--- src/design/arpt_pkg.sv ---
// Shared types and constants for the ARP host table with aging.
`timescale 1ns / 1ps
package arpt_pkg;

  localparam int MAX_RESULTS = 16;
  localparam int RES_CNT_W   = 5;

  localparam logic [2:0] ACT_NONE    = 3'd0;
  localparam logic [2:0] ACT_REFRESH = 3'd1;
  localparam logic [2:0] ACT_INSTALL = 3'd2;
  localparam logic [2:0] ACT_REMOVE  = 3'd3;
  localparam logic [2:0] ACT_ZERO_IP = 3'd4;
  localparam logic [2:0] ACT_NO_INTF = 3'd5;
  localparam logic [2:0] ACT_FULL    = 3'd6;

  localparam logic [1:0] KIND_ZERO = 2'd0;
  localparam logic [1:0] KIND_ARP  = 2'd1;
  localparam logic [1:0] KIND_TICK = 2'd2;

  typedef struct packed {
    logic [1:0]  kind;
    logic [31:0] ip;
    logic [47:0] mac;
    logic [7:0]  port;
    logic [11:0] intf;
    logic        found;
  } arpt_cmd_t;

endpackage

--- src/design/arpt_front.sv ---
// Front stage: accepts requests, classifies them and forwards them to the queue.
`timescale 1ns / 1ps
module arpt_front
  import arpt_pkg::*;
(
  input  logic        clk,
  input  logic        rst_n,
  input  logic        start,
  output logic        busy,
  input  logic        in_mode,
  input  logic [31:0] in_sender_ip,
  input  logic [47:0] in_sender_mac,
  input  logic [7:0]  in_rx_port,
  input  logic [11:0] in_intf_id,
  input  logic        in_intf_found,
  input  logic        q_full,
  output logic        q_push,
  output arpt_cmd_t   q_cmd
);

  logic      cmd_v_r;
  logic      cmd_v_nxt;
  arpt_cmd_t cmd_r;
  arpt_cmd_t cmd_nxt;
  logic      accept;

  assign q_push = cmd_v_r && !q_full;
  assign busy   = cmd_v_r && q_full;
  assign accept = start && !busy;
  assign q_cmd  = cmd_r;

  always_comb begin
    cmd_nxt   = cmd_r;
    cmd_v_nxt = cmd_v_r;
    if (q_push) begin
      cmd_v_nxt = 1'b0;
    end
    if (accept) begin
      cmd_v_nxt     = 1'b1;
      cmd_nxt.ip    = in_sender_ip;
      cmd_nxt.mac   = in_sender_mac;
      cmd_nxt.port  = in_rx_port;
      cmd_nxt.intf  = in_intf_id;
      cmd_nxt.found = in_intf_found;
      if (in_mode) begin
        cmd_nxt.kind = KIND_TICK;
      end else if (in_sender_ip == 32'd0) begin
        cmd_nxt.kind = KIND_ZERO;
      end else begin
        cmd_nxt.kind = KIND_ARP;
      end
    end
  end

  always_ff @(posedge clk) begin
    if (!rst_n) begin
      cmd_v_r <= 1'b0;
    end else begin
      cmd_v_r <= cmd_v_nxt;
    end
    cmd_r <= cmd_nxt;
  end

endmodule

--- src/design/arpt_queue.sv ---
// Two-entry command queue between the front and back stages.
`timescale 1ns / 1ps
module arpt_queue
  import arpt_pkg::*;
(
  input  logic      clk,
  input  logic      rst_n,
  input  logic      push,
  input  arpt_cmd_t push_cmd,
  input  logic      pop,
  output logic      full,
  output logic      not_empty,
  output arpt_cmd_t head
);

  arpt_cmd_t  slot_r [2];
  logic       wr_ptr_r;
  logic       wr_ptr_nxt;
  logic       rd_ptr_r;
  logic       rd_ptr_nxt;
  logic [1:0] cnt_r;
  logic [1:0] cnt_nxt;
  logic       do_pop;

  assign full      = cnt_r == 2'd2;
  assign not_empty = cnt_r != 2'd0;
  assign head      = slot_r[rd_ptr_r];
  assign do_pop    = pop && not_empty;

  always_comb begin
    wr_ptr_nxt = wr_ptr_r;
    rd_ptr_nxt = rd_ptr_r;
    cnt_nxt    = cnt_r;
    if (push) begin
      wr_ptr_nxt = !wr_ptr_r;
    end
    if (do_pop) begin
      rd_ptr_nxt = !rd_ptr_r;
    end
    if (push && !do_pop) begin
      cnt_nxt = cnt_r + 2'd1;
    end else if (do_pop && !push) begin
      cnt_nxt = cnt_r - 2'd1;
    end
  end

  always_ff @(posedge clk) begin
    if (!rst_n) begin
      wr_ptr_r <= 1'b0;
      rd_ptr_r <= 1'b0;
      cnt_r    <= 2'd0;
    end else begin
      wr_ptr_r <= wr_ptr_nxt;
      rd_ptr_r <= rd_ptr_nxt;
      cnt_r    <= cnt_nxt;
    end
    if (push) begin
      slot_r[wr_ptr_r] <= push_cmd;
    end
  end

endmodule

--- src/design/arpt_back.sv ---
// Back stage: scans the host table one entry per cycle and emits results.
`timescale 1ns / 1ps
module arpt_back
  import arpt_pkg::*;
#(
  parameter int TABLE_ENTRIES = 16
) (
  input  logic        clk,
  input  logic        rst_n,
  input  logic [15:0] ttl_cfg,
  input  logic        q_not_empty,
  input  arpt_cmd_t   q_head,
  output logic        q_pop,
  output logic        out_valid,
  output logic [2:0]  out_action,
  output logic [31:0] out_route_ip,
  output logic [47:0] out_route_mac,
  output logic [7:0]  out_route_port,
  output logic [11:0] out_route_intf,
  output logic        out_last
);

  localparam int IDX_W = (TABLE_ENTRIES > 1) ? $clog2(TABLE_ENTRIES) : 1;
  localparam int CNT_W = $clog2(TABLE_ENTRIES + 1);

  localparam logic ST_IDLE = 1'b0;
  localparam logic ST_SCAN = 1'b1;

  logic [31:0] ip_mem  [TABLE_ENTRIES];
  logic [15:0] ttl_mem [TABLE_ENTRIES];

  logic                     state_r, state_nxt;
  arpt_cmd_t                cmd_r, cmd_nxt;
  logic [CNT_W-1:0]         scan_cnt_r, scan_cnt_nxt;
  logic                     chk_v_r;
  logic [IDX_W-1:0]         chk_idx_r;
  logic [31:0]              rd_ip_r;
  logic [15:0]              rd_ttl_r;
  logic [TABLE_ENTRIES-1:0] valid_r, valid_nxt;
  logic                     free_v_r, free_v_nxt;
  logic [IDX_W-1:0]         free_idx_r, free_idx_nxt;
  logic [RES_CNT_W-1:0]     rm_cnt_r, rm_cnt_nxt;
  logic                     pend_v_r, pend_v_nxt;
  logic [31:0]              pend_ip_r, pend_ip_nxt;

  logic        out_valid_r, out_valid_nxt;
  logic [2:0]  out_action_r, out_action_nxt;
  logic [31:0] out_ip_r, out_ip_nxt;
  logic [47:0] out_mac_r, out_mac_nxt;
  logic [7:0]  out_port_r, out_port_nxt;
  logic [11:0] out_intf_r, out_intf_nxt;
  logic        out_last_r, out_last_nxt;

  logic             scan_done;
  logic             rd_issue;
  logic [IDX_W-1:0] rd_addr;
  logic             chk_valid;
  logic [15:0]      ttl_dec;
  logic             wr_ip_en;
  logic             wr_ttl_en;
  logic [IDX_W-1:0] wr_addr;
  logic [31:0]      wr_ip;
  logic [15:0]      wr_ttl;

  assign scan_done = scan_cnt_r == CNT_W'(TABLE_ENTRIES);
  assign rd_issue  = (state_r == ST_SCAN) && !scan_done;
  assign rd_addr   = scan_cnt_r[IDX_W-1:0];
  assign chk_valid = valid_r[chk_idx_r];
  assign ttl_dec   = (rd_ttl_r == 16'd0) ? 16'd0 : rd_ttl_r - 16'd1;

  always_comb begin
    state_nxt      = state_r;
    cmd_nxt        = cmd_r;
    scan_cnt_nxt   = scan_cnt_r;
    valid_nxt      = valid_r;
    free_v_nxt     = free_v_r;
    free_idx_nxt   = free_idx_r;
    rm_cnt_nxt     = rm_cnt_r;
    pend_v_nxt     = pend_v_r;
    pend_ip_nxt    = pend_ip_r;
    out_valid_nxt  = 1'b0;
    out_action_nxt = ACT_NONE;
    out_ip_nxt     = 32'd0;
    out_mac_nxt    = 48'd0;
    out_port_nxt   = 8'd0;
    out_intf_nxt   = 12'd0;
    out_last_nxt   = 1'b0;
    q_pop          = 1'b0;
    wr_ip_en       = 1'b0;
    wr_ttl_en      = 1'b0;
    wr_addr        = chk_idx_r;
    wr_ip          = cmd_r.ip;
    wr_ttl         = ttl_cfg;
    if (rd_issue) begin
      scan_cnt_nxt = scan_cnt_r + CNT_W'(1);
    end
    case (state_r)
      ST_IDLE: begin
        if (q_not_empty) begin
          q_pop = 1'b1;
          if (q_head.kind == KIND_ZERO) begin
            out_valid_nxt  = 1'b1;
            out_action_nxt = ACT_ZERO_IP;
            out_last_nxt   = 1'b1;
          end else begin
            state_nxt    = ST_SCAN;
            cmd_nxt      = q_head;
            scan_cnt_nxt = '0;
            free_v_nxt   = 1'b0;
            rm_cnt_nxt   = '0;
            pend_v_nxt   = 1'b0;
          end
        end
      end
      ST_SCAN: begin
        if (chk_v_r) begin
          if (cmd_r.kind == KIND_ARP) begin
            if (chk_valid && rd_ip_r == cmd_r.ip) begin
              wr_ttl_en      = 1'b1;
              out_valid_nxt  = 1'b1;
              out_action_nxt = ACT_REFRESH;
              out_ip_nxt     = cmd_r.ip;
              out_last_nxt   = 1'b1;
              state_nxt      = ST_IDLE;
            end else if (!chk_valid && !free_v_r) begin
              free_v_nxt   = 1'b1;
              free_idx_nxt = chk_idx_r;
            end
          end else if (chk_valid) begin
            wr_ttl_en = 1'b1;
            if (ttl_dec == 16'd0) begin
              if (rm_cnt_r < RES_CNT_W'(MAX_RESULTS)) begin
                wr_ttl_en            = 1'b0;
                valid_nxt[chk_idx_r] = 1'b0;
                rm_cnt_nxt           = rm_cnt_r + RES_CNT_W'(1);
                pend_v_nxt           = 1'b1;
                pend_ip_nxt          = rd_ip_r;
                if (pend_v_r) begin
                  out_valid_nxt  = 1'b1;
                  out_action_nxt = ACT_REMOVE;
                  out_ip_nxt     = pend_ip_r;
                end
              end else begin
                wr_ttl = 16'd1;
              end
            end else begin
              wr_ttl = ttl_dec;
            end
          end
        end else if (scan_done) begin
          state_nxt     = ST_IDLE;
          out_valid_nxt = 1'b1;
          out_last_nxt  = 1'b1;
          if (cmd_r.kind == KIND_ARP) begin
            out_ip_nxt = cmd_r.ip;
            if (!cmd_r.found) begin
              out_action_nxt = ACT_NO_INTF;
            end else if (!free_v_r) begin
              out_action_nxt = ACT_FULL;
            end else begin
              valid_nxt[free_idx_r] = 1'b1;
              wr_ip_en              = 1'b1;
              wr_ttl_en             = 1'b1;
              wr_addr               = free_idx_r;
              out_action_nxt        = ACT_INSTALL;
              out_mac_nxt           = cmd_r.mac;
              out_port_nxt          = cmd_r.port;
              out_intf_nxt          = cmd_r.intf;
            end
          end else if (pend_v_r) begin
            out_action_nxt = ACT_REMOVE;
            out_ip_nxt     = pend_ip_r;
          end
        end
      end
      default: begin
        state_nxt = ST_IDLE;
      end
    endcase
  end

  always_ff @(posedge clk) begin
    if (wr_ip_en) begin
      ip_mem[wr_addr] <= wr_ip;
    end
    if (wr_ttl_en) begin
      ttl_mem[wr_addr] <= wr_ttl;
    end
    rd_ip_r  <= ip_mem[rd_addr];
    rd_ttl_r <= ttl_mem[rd_addr];
  end

  always_ff @(posedge clk) begin
    if (!rst_n) begin
      state_r     <= ST_IDLE;
      valid_r     <= '0;
      chk_v_r     <= 1'b0;
      pend_v_r    <= 1'b0;
      out_valid_r <= 1'b0;
    end else begin
      state_r     <= state_nxt;
      valid_r     <= valid_nxt;
      chk_v_r     <= rd_issue;
      pend_v_r    <= pend_v_nxt;
      out_valid_r <= out_valid_nxt;
    end
    cmd_r        <= cmd_nxt;
    scan_cnt_r   <= scan_cnt_nxt;
    chk_idx_r    <= rd_addr;
    free_v_r     <= free_v_nxt;
    free_idx_r   <= free_idx_nxt;
    rm_cnt_r     <= rm_cnt_nxt;
    pend_ip_r    <= pend_ip_nxt;
    out_action_r <= out_action_nxt;
    out_ip_r     <= out_ip_nxt;
    out_mac_r    <= out_mac_nxt;
    out_port_r   <= out_port_nxt;
    out_intf_r   <= out_intf_nxt;
    out_last_r   <= out_last_nxt;
  end

  assign out_valid      = out_valid_r;
  assign out_action     = out_action_r;
  assign out_route_ip   = out_ip_r;
  assign out_route_mac  = out_mac_r;
  assign out_route_port = out_port_r;
  assign out_route_intf = out_intf_r;
  assign out_last       = out_last_r;

endmodule

--- src/design/arp_host_table_aging.sv ---
// Top level of the ARP host table with aging: config register, front, queue and back.
//
//   channel   direction  handshake             payload
//   request   in         start / busy          in_mode .. in_intf_found
//   result    out        out_valid (1 cycle)   out_action .. out_last
//   config    in         psel/penable/pready   ttl_seconds at byte address 0
//
// Zero-IP request: one result; the back stage pops it when idle and registers the result.
// ARP or tick request: the back stage reads one table entry per cycle through the single read
// port of the IP and lifetime memories; a refresh ends at the matching entry. The final result
// is registered and appears in the cycle after the back stage finishes.
// A tick emits at most one result per cycle; the last of them carries out_last.
// Two requests can wait in the queue and one in the front register; busy rises when all are full.
// Reset is synchronous and clears the valid bits at once; the receiver cannot stall.
`timescale 1ns / 1ps
module arp_host_table_aging
  import arpt_pkg::*;
#(
  parameter int TABLE_ENTRIES = 16
) (
  input  logic        clk,
  input  logic        rst_n,
  input  logic        start,
  output logic        busy,
  input  logic        in_mode,
  input  logic [31:0] in_sender_ip,
  input  logic [47:0] in_sender_mac,
  input  logic [7:0]  in_rx_port,
  input  logic [11:0] in_intf_id,
  input  logic        in_intf_found,
  output logic        out_valid,
  output logic [2:0]  out_action,
  output logic [31:0] out_route_ip,
  output logic [47:0] out_route_mac,
  output logic [7:0]  out_route_port,
  output logic [11:0] out_route_intf,
  output logic        out_last,
  input  logic        psel,
  input  logic        penable,
  input  logic        pwrite,
  input  logic [2:0]  paddr,
  input  logic [31:0] pwdata,
  output logic [31:0] prdata,
  output logic        pready
);

  logic [15:0] ttl_seconds_r;
  logic [15:0] ttl_seconds_nxt;
  logic        q_push;
  logic        q_pop;
  logic        q_full;
  logic        q_not_empty;
  arpt_cmd_t   push_cmd;
  arpt_cmd_t   head_cmd;

  assign pready = 1'b1;
  assign prdata = (paddr[2] == 1'b0) ? {16'd0, ttl_seconds_r} : 32'd0;

  always_comb begin
    ttl_seconds_nxt = ttl_seconds_r;
    if (psel && penable && pwrite && (paddr[2] == 1'b0)) begin
      ttl_seconds_nxt = pwdata[15:0];
    end
  end

  always_ff @(posedge clk) begin
    if (!rst_n) begin
      ttl_seconds_r <= 16'd300;
    end else begin
      ttl_seconds_r <= ttl_seconds_nxt;
    end
  end

  arpt_front u_front (
    .clk           (clk),
    .rst_n         (rst_n),
    .start         (start),
    .busy          (busy),
    .in_mode       (in_mode),
    .in_sender_ip  (in_sender_ip),
    .in_sender_mac (in_sender_mac),
    .in_rx_port    (in_rx_port),
    .in_intf_id    (in_intf_id),
    .in_intf_found (in_intf_found),
    .q_full        (q_full),
    .q_push        (q_push),
    .q_cmd         (push_cmd)
  );

  arpt_queue u_queue (
    .clk       (clk),
    .rst_n     (rst_n),
    .push      (q_push),
    .push_cmd  (push_cmd),
    .pop       (q_pop),
    .full      (q_full),
    .not_empty (q_not_empty),
    .head      (head_cmd)
  );

  arpt_back #(
    .TABLE_ENTRIES (TABLE_ENTRIES)
  ) u_back (
    .clk            (clk),
    .rst_n          (rst_n),
    .ttl_cfg        (ttl_seconds_r),
    .q_not_empty    (q_not_empty),
    .q_head         (head_cmd),
    .q_pop          (q_pop),
    .out_valid      (out_valid),
    .out_action     (out_action),
    .out_route_ip   (out_route_ip),
    .out_route_mac  (out_route_mac),
    .out_route_port (out_route_port),
    .out_route_intf (out_route_intf),
    .out_last       (out_last)
  );

endmodule
--- config.mk ---
export PLATFORM = sky130hd
export DESIGN_NAME = arp_host_table_aging
export DESIGN_NICKNAME = d
export VERILOG_FILES = /design/src/design/arpt_pkg.sv /design/src/design/arpt_front.sv /design/src/design/arpt_queue.sv /design/src/design/arpt_back.sv /design/src/design/arp_host_table_aging.sv
export SDC_FILE = /design/constraint.sdc
export NUM_CORES = 1
export LEC_CHECK = 0
export BUFFER_PORTS_ARGS = -buffer_cell sky130_fd_sc_hd__buf_2
export CAP_MARGIN = 20
export CORE_MARGIN = 2
export CORE_UTILIZATION = 50
export CTS_BUF_LIST = sky130_fd_sc_hd__clkbuf_4
export DETAILED_ROUTE_END_ITERATION = 6
export MAX_ROUTING_LAYER = met4
export PLACE_DENSITY = 0.77
export SYNTH_ARGS = -nofsm -noshare
export SYNTH_HDL_FRONTEND = slang
export SYNTH_SLANG_ARGS = --single-unit
--- constraint.sdc ---
create_clock -name clk -period 10.12 [get_ports clk]
set_input_delay 2.024 -clock clk [delete_from_list [all_inputs] [get_ports clk]]
set_output_delay 2.024 -clock clk [all_outputs]
set_load 0.02 [all_outputs]
# Word level (Yosys, flattened, before mapping)
# Memory sizes are Yosys's and may differ from the RTL's. A register that Yosys moved wholly into a read port is not among the register bits.
# Index checks and enable logic that the tools add are counted.
[op_classes]
addsub = 5
mul = 0
div_mod_pow = 0
n_lt_le_gt_ge = 5
eq_ne = 17
shifts = 0
muxes = 125
n_bitwise = 11
n_reduce_logical = 42
[op_table]
columns = ["op", "n"]
rows = [
  ["two-way mux 32 bit", 9],
  ["two-way mux 16 bit", 17],
  ["two-way mux 1 bit", 58],
  ["two-way mux 5 bit", 11],
  ["two-way mux 3 bit", 11],
  ["== test 32 bit", 1],
  ["logical NOT 16 bit", 2],
  ["logical NOT 32 bit", 1],
  ["two-way mux 4 bit", 6],
  ["inequality test 2 bit, second input constant", 12],
  ["AND 16 bit", 1],
  ["inverter 16 bit", 1],
  ["bitwise OR 16 bit", 1],
  ["nonzero test 2 bit", 8],
  ["subtractor 16 x 1 -> 16 bit, second input constant", 1],
  ["logical AND 1 bit", 14],
  ["AND reduction 6 bit", 2],
  ["adder 5 x 1 -> 5 bit, second input constant", 2],
  ["less-than comparator 4 x 5 -> 1 bit, second input constant", 2],
  ["one-hot mux 1 bit (2 select lines)", 5],
  ["one-hot mux 5 bit (2 select lines)", 1],
  ["logical NOT 1 bit", 9],
  ["AND reduction 9 bit", 1],
  ["demux 1 bit (select 4 bit)", 2],
  ["other kinds (17)", 27],
]
[word_totals]
reg_bits = 402
latchBits = 0
ramBits = 974
mem_bits_ro = 0
out_inout_bits = 139
memories = 3
[memory_table]
columns = ["memory", "words", "word_bits", "rd", "rd_ports_with_merged_regs", "write_ports", "line", "text"]
rows = [
  ["u_back.ip_mem", 16, 32, 1, 1, 1, "arpt_back.sv:29", "logic [31:0] ip_mem [TABLE_ENTRIES];"],
  ["u_back.ttl_mem", 16, 16, 1, 1, 1, "arpt_back.sv:30", "logic [15:0] ttl_mem [TABLE_ENTRIES];"],
  ["u_queue.slot_r", 2, 103, 1, 1, 1, "arpt_queue.sv:16", "arpt_cmd_t slot_r [2];"],
]

# Longest topological paths before layout
[depth]
ltp_word = 11
mapped_depth = 14

# Hierarchy
# A second synthesis with hierarchy kept.
[hier_totals]
hier_cells = 2441
hier_area_um2 = 51594.5
[modules_own_cells]
columns = ["mod", "n_inst", "cells_per_inst", "area_each_um2", "seq_area_each_um2"]
rows = [
  ["arpt_back", 1, 1874, 39788.2, 31039.8],
  ["arpt_queue", 1, 342, 7667.4, 6286.0],
  ["arpt_front", 1, 119, 3211.8, 3113.0],
  ["arp_host_table_aging", 1, 106, 927.1, 320.3],
]

# Worst setup path before layout
# OpenSTA, ideal clock, no wires.
[synth_path]
kind = "input-to-reg"
startpoint = "in start"
endpoint = "reg u_front.cmd_r, in the netlist u_front.q_cmd[0] (enable)"
arrival_time_ns = 6.504
t_required_ns = 9.544
path_slack_ns = 3.040
stages = 1
n_path_buf = 0
cell_sequence = "nor2b_1"
[synth_between]
elab_chain_cells = 1
[synth_lines]
columns = ["element", "line", "text"]
rows = [
  ["start, declared", "arp_host_table_aging.sv:23", "input logic start,"],
  ["logical AND 1 bit", "arpt_front.sv:29", "assign accept = start && !busy;"],
  ["end signal, assigned", "arpt_front.sv:61", "cmd_r <= cmd_nxt;"],
  ["end, declared", "arpt_front.sv:23", "arpt_cmd_t cmd_r;"],
]
# No other way between the ends.
# A chain may end at the register's enable or synchronous reset.

# Worst setup path in the final report
[layout_path]
startpoint = "in paddr[2]"
endpoint = "out prdata[6]"
[layout_between]
elab_chain_cells = 1
[layout_lines]
columns = ["element", "line", "text"]
rows = [
  ["start, declared", "arp_host_table_aging.sv:41", "input logic [2:0] paddr,"],
  ["two-way mux 16 bit", "arp_host_table_aging.sv:57", "assign prdata = (paddr[2] == 1'b0) ? {16'd0, ttl_seconds_r} : 32'd0;"],
  ["end, declared", "arp_host_table_aging.sv:43", "output logic [31:0] prdata,"],
]
# No other way between the ends.

==> flow_results.org <==
** Critical path
- Crit Reg-Reg Endpoint :: u_back.ttl_mem[13][1]
- Register-to-register setup slack :: 5850 ps
- The slowest stage of the critical path belongs to the cell sky130_fd_sc_hd__buf_2.
- Counting stages on the worst path, the most repeated cell is sky130_fd_sc_hd__buf_2.
- The number of buffers and inverters on the critical path is 2.
- In this design, the stage delay of the slowest critical-path cell is 200 ps.
- The worst register-to-register path begins at u_back.scan_cnt_r[1].
- Cell depth of the worst flop-to-flop path :: 10
- List of cells traversed by the critical path :: buf_2 > nor2b_1 > buf_2
- STA classifies the critical path endpoint as a primary output.
- Cell family with the largest share of critical-path delay :: buffers and inverters
- Of all nets on the critical path, the largest fanout is 18.
- The critical path in this run is classified as in -> out.
- STA puts the critical path data arrival time at 2600 ps.
- Crit path required time :: 8100 ps
- Setup crit start kind :: input port

** Worst hold path
- The worst hold path was traced through 0 stages.
- For hold timing, the worst endpoint is u_queue.slot_r[1][92].
- Path class of the lowest-slack min-delay path :: reg -> reg
- In this run the most critical hold path is launched from u_front.q_cmd[92].

** Logic synthesis
- Main combinational cell family by area after synthesis :: multiplexers
- For this run, the leading register cell type out of synthesis is sky130_fd_sc_hd__edfxtp_1.
- Top cell type's share of synthesized area :: between 70% and 80%
- In this run the cell area of the synthesized design comes to 51300 um^2.
- The portion of synthesized area spent on multiplexers is 13.1%.
- By count the netlist is led by sky130_fd_sc_hd__edfxtp_1 (1222), sky130_fd_sc_hd__mux4_2 (244), sky130_fd_sc_hd__dfxtp_1 (203), sky130_fd_sc_hd__mux2_2 (105), sky130_fd_sc_hd__clkbuf_1 (84).
- The synthesized netlist devotes 0.853% of its cell area to XOR and XNOR gates.
- Ys async rst share :: 0%
- Number of distinct standard cells referenced by the synthesized netlist :: 60
- In this run, synthesis inferred 1222 flip-flops with an integrated enable.
- Adder-Cell Fraction of Synth Area :: less than 1%
- Cell with the most instances after synthesis :: sky130_fd_sc_hd__edfxtp_1
- Synth top area cells :: sky130_fd_sc_hd__edfxtp_1 (71%), sky130_fd_sc_hd__mux4_2 (11%), sky130_fd_sc_hd__dfxtp_1 (7.9%)
- FF+latch count, synth :: 1425
- Compound-gate portion of the synthesized area :: about 1.7%
- After technology mapping, the gate count stands at approximately 2400.
- Sequential cells were found to cover between 70% and 80% of the synthesized design area.
- Total number of yosys warnings :: 0
- Area leader, netlist :: sky130_fd_sc_hd__edfxtp_1
- Average footprint of a synthesized cell :: 21.0 um^2
- Area fraction in and, or, nand and nor cells after synthesis :: 3.54%

** STA
- Setup repair after global routing left no endpoint under its margin.
- Setup violations remaining at the end of the flow were counted as 0.
- Rel. slew slack :: 22.2%
- Fin. max-slew vios :: 0
- At the pin with the least slew margin, the transition time is 1170 ps.
- The worst path in the final design needs a cycle of 4630 ps, including I/O delays and setup.
- Portion of the clock cycle consumed by the worst path in the final layout :: 45.7%
- Maximum operating frequency :: 0.216 GHz
- Setup TNS after final layout :: 0 ps
- Number of failing hold endpoints at the final stage :: 0
- Across the routed clock network, the largest skew measured is 144 ps.

** Layout
- Area of the multi-input gates :: 10000 um^2
- Util after Layout :: 57.8%
- Design area :: between 50000 and 60000 um^2
- The layout has 7337 filler cells.
- In the final layout, the share of cells above drive strength 1 is 37.8%.
- Growth of design area from synthesis to finish :: 14.7%
- Net total in the final layout :: 3135
- Register area :: 40800 um^2

** Clocking
- In this run, post-CTS hold repair placed 0 buffers.
- Number of buffers between clock root and the deepest sink :: 4
- The H-tree was split into 5 levels.
- After clock tree synthesis, the repair step resized 0 gates.
- After clock tree synthesis, the clock-pin slew on the worst setup and hold paths is 70 ps.
- Setup Buffers After CTS :: 0
- For the worst-skew pair, the clock arrives at the later sink with an insertion delay of 1150 ps.
- Clock tree synthesis found a total of approximately 1400 sinks.
- The tree is rooted in a sky130_fd_sc_hd__clkbuf_4.
- Counting the buffers created by CTS gives 352.
- TritonCTS built the clock tree.

** Drt
- Wire length after detailed routing :: 110000 um
- For this run, design rule violations remaining after detail routing come to 0.
- In this run the remaining antenna-violating nets after routing total 0.
- In the final routed layout, each cell accounts on average for roughly 24 um.
- The detailed router finished its first iteration with 2527 violations.
- In the routed layout, each cell is associated on average with a via count of around 5.6.
- Number of search-and-repair iterations in the first detailed-routing pass :: 6
- Count of vias placed by the detailed router :: 25900

** Power
- In this run, the combinational gates consume 14.1% of the power.
- Cell internal power was estimated by the tool at around 11 mW.
- For this design the static power due to leakage is around 20 nW.
- The clock network accounts for 32.6% of the total power.
- Across the VDD grid, the largest voltage drop is 0.199 mV.
- Net switching share of the total power :: 26.1%
- Net switching power :: ~3.7 mW
- Dividing total power by cell area gives a power density of 244 nW/um^2.
- Portion of total power attributed to sequential cells :: 53.3%

** Job
- Max cap viols :: 0

** Floorplanning
- Die Outline Area :: 105000 um^2
- Row generation in the floorplan step produced 117 rows.
- The core region is between 100000 and 150000 um^2.
- Horizontal extent of the die :: 324 um
- Vertical die dimension :: 324 um
- During I/O placement, the number of pins put on the boundary was around 280.
- Once the floorplan was initialized, standard cells occupied about half of the core.

** Global routing
- The total overflow left after global routing is 0.
- Via count of the first global-routing pass :: 27500
- Entering global routing, the biggest net connects 106 pins.
- Combined global-route utilization of all metal layers :: 21.4%
- First-pass GRT wire length :: 164000 um
- The number of antenna violations at the first check in global routing is 18.

** Placed design
- Count of port buffers added during placement :: between 200 and 250
- Half-perimeter wire length after detailed placement :: roughly 60000 um
- In this run the cell area measured after placement is 54300 um^2.
- Routability-driven placement finished with a final weighted congestion of 0.904.

** Status
- The run finished with clean final reports.
## metal layers
layer | routed length, um | vias to the layer above | track usage [%] | part of all wire (%)
met5 | 0 | - | - | 0
met4 | 2550 | 0 | 8.07 | 2.3
met3 | 8980 | 212 | 5.14 | 8.2
met2 | 56900 | 1316 | 35.1 | 52
met1 | 41300 | 13200 | 26.0 | 38
li1 | - | 11200 | - | -
## power by group through the flow
stage	combinational (mW)	sequential, mW	clock (mW)
6_report	2.02	7.66	4.68
5_1_grt	2.16	7.72	5.10
4_1_cts	2.05	7.65	4.79
3_5_place_dp	2.03	7.77	0
3_3_place_gp	1.97	7.71	0
2_1_floorplan	1.61	7.50	0
## cell usage in the layout, fill, tap and decap left out, drive strengths merged, types with 3 or more instances in the layout
master and instances:
o21a 7, nand2 72, nor2 57, xor2 26, a21o 5, nor3 9, inv 31, diode 17
o31ai 4, nor4 19, mux4 244, nand3b 3, nand4 13, nand2b 11, mux2i 3, or4 5
a31oi 4, xnor2 24, clkbuf 513, a22o 36, and2 7, and3 71, o21ai 24, mux2 105
nor3b 3, nand3 17, clkinv 97, nor2b 25, or2 9, conb 17, or3 6, buf 298
edfxtp 1222, dfxtp 203, a21oi 38, bufinv 7, ha 5
## worst register-to-register path: cells and delay by family (launching register included)
family,cells,cell delay [ps]
buf+inv,2,410
fa+ha+maj,1,150
simple gates,6,2630
flops,1,620
compound gates,1,150
## worst max-delay path by stage
stage	from	endpoint	slack, ps	cells past startpoint
after global placement	paddr[2]	prdata[12]	5570	3
after global routing	paddr[2]	prdata[14]	5480	3
after CTS	paddr[2]	prdata[0]	5500	3
final	paddr[2]	prdata[6]	5490	3
after floorplan	start	u_front.q_cmd[0]	3040	1
after detailed placement	paddr[2]	prdata[14]	5520	3
## stage by stage
step / total power, mW / hold slack [ps] / setup slack [ps] / std cells
floorplan: 9.11 / 329 / 3040 / 2458
global placement: 9.68 / 423 / 5570 / 3989
detailed placement: 9.80 / 430 / 5520 / 3996
CTS: 14.5 / 373 / 5500 / 4622
global route: 15.0 / 400 / 5480 / 4642
finish: 14.4 / 389 / 5490 / 4644
## state kept, by name (all words and copies together), names as in the netlist, 8 cells and up, named ones only
| signal | cells |
|---|---|
| u_front.q_cmd | 103 |
| u_back.out_route_mac | 48 |
| u_back.out_route_intf | 12 |
| u_back.cmd_r | 71 |
| u_back.rd_ip_r | 32 |
| u_back.ip_mem | 512 |
| u_back.wr_ip | 32 |
| u_back.ttl_mem | 256 |
| u_queue.slot_r | 206 |
| u_back.rd_ttl_r | 16 |
| ttl_seconds_r | 16 |
| u_back.out_route_ip | 32 |
| u_back.valid_r | 16 |
| u_back.pend_ip_r | 32 |
| u_back.out_route_port | 8 |
## final cells by class
cell class,count,share of cell area (%)
clock inverters,113,1.08
well taps,1368,2.91
clock buffers,513,6.54
multi-input cells,886,17.1
repair buffers,298,2.93
inverters,24,0.166
flip-flops and latches,1425,69.2
diodes,17,0.0722
## cell families after synthesis
group | count (synthesis)
simple gates | 337
flops | 1425
buf+inv | 147
fa+ha+maj | 5
xor+xnor | 50
compound gates | 125
other cells | 2
mux | 352
Power figures use the tool's default switching activity.
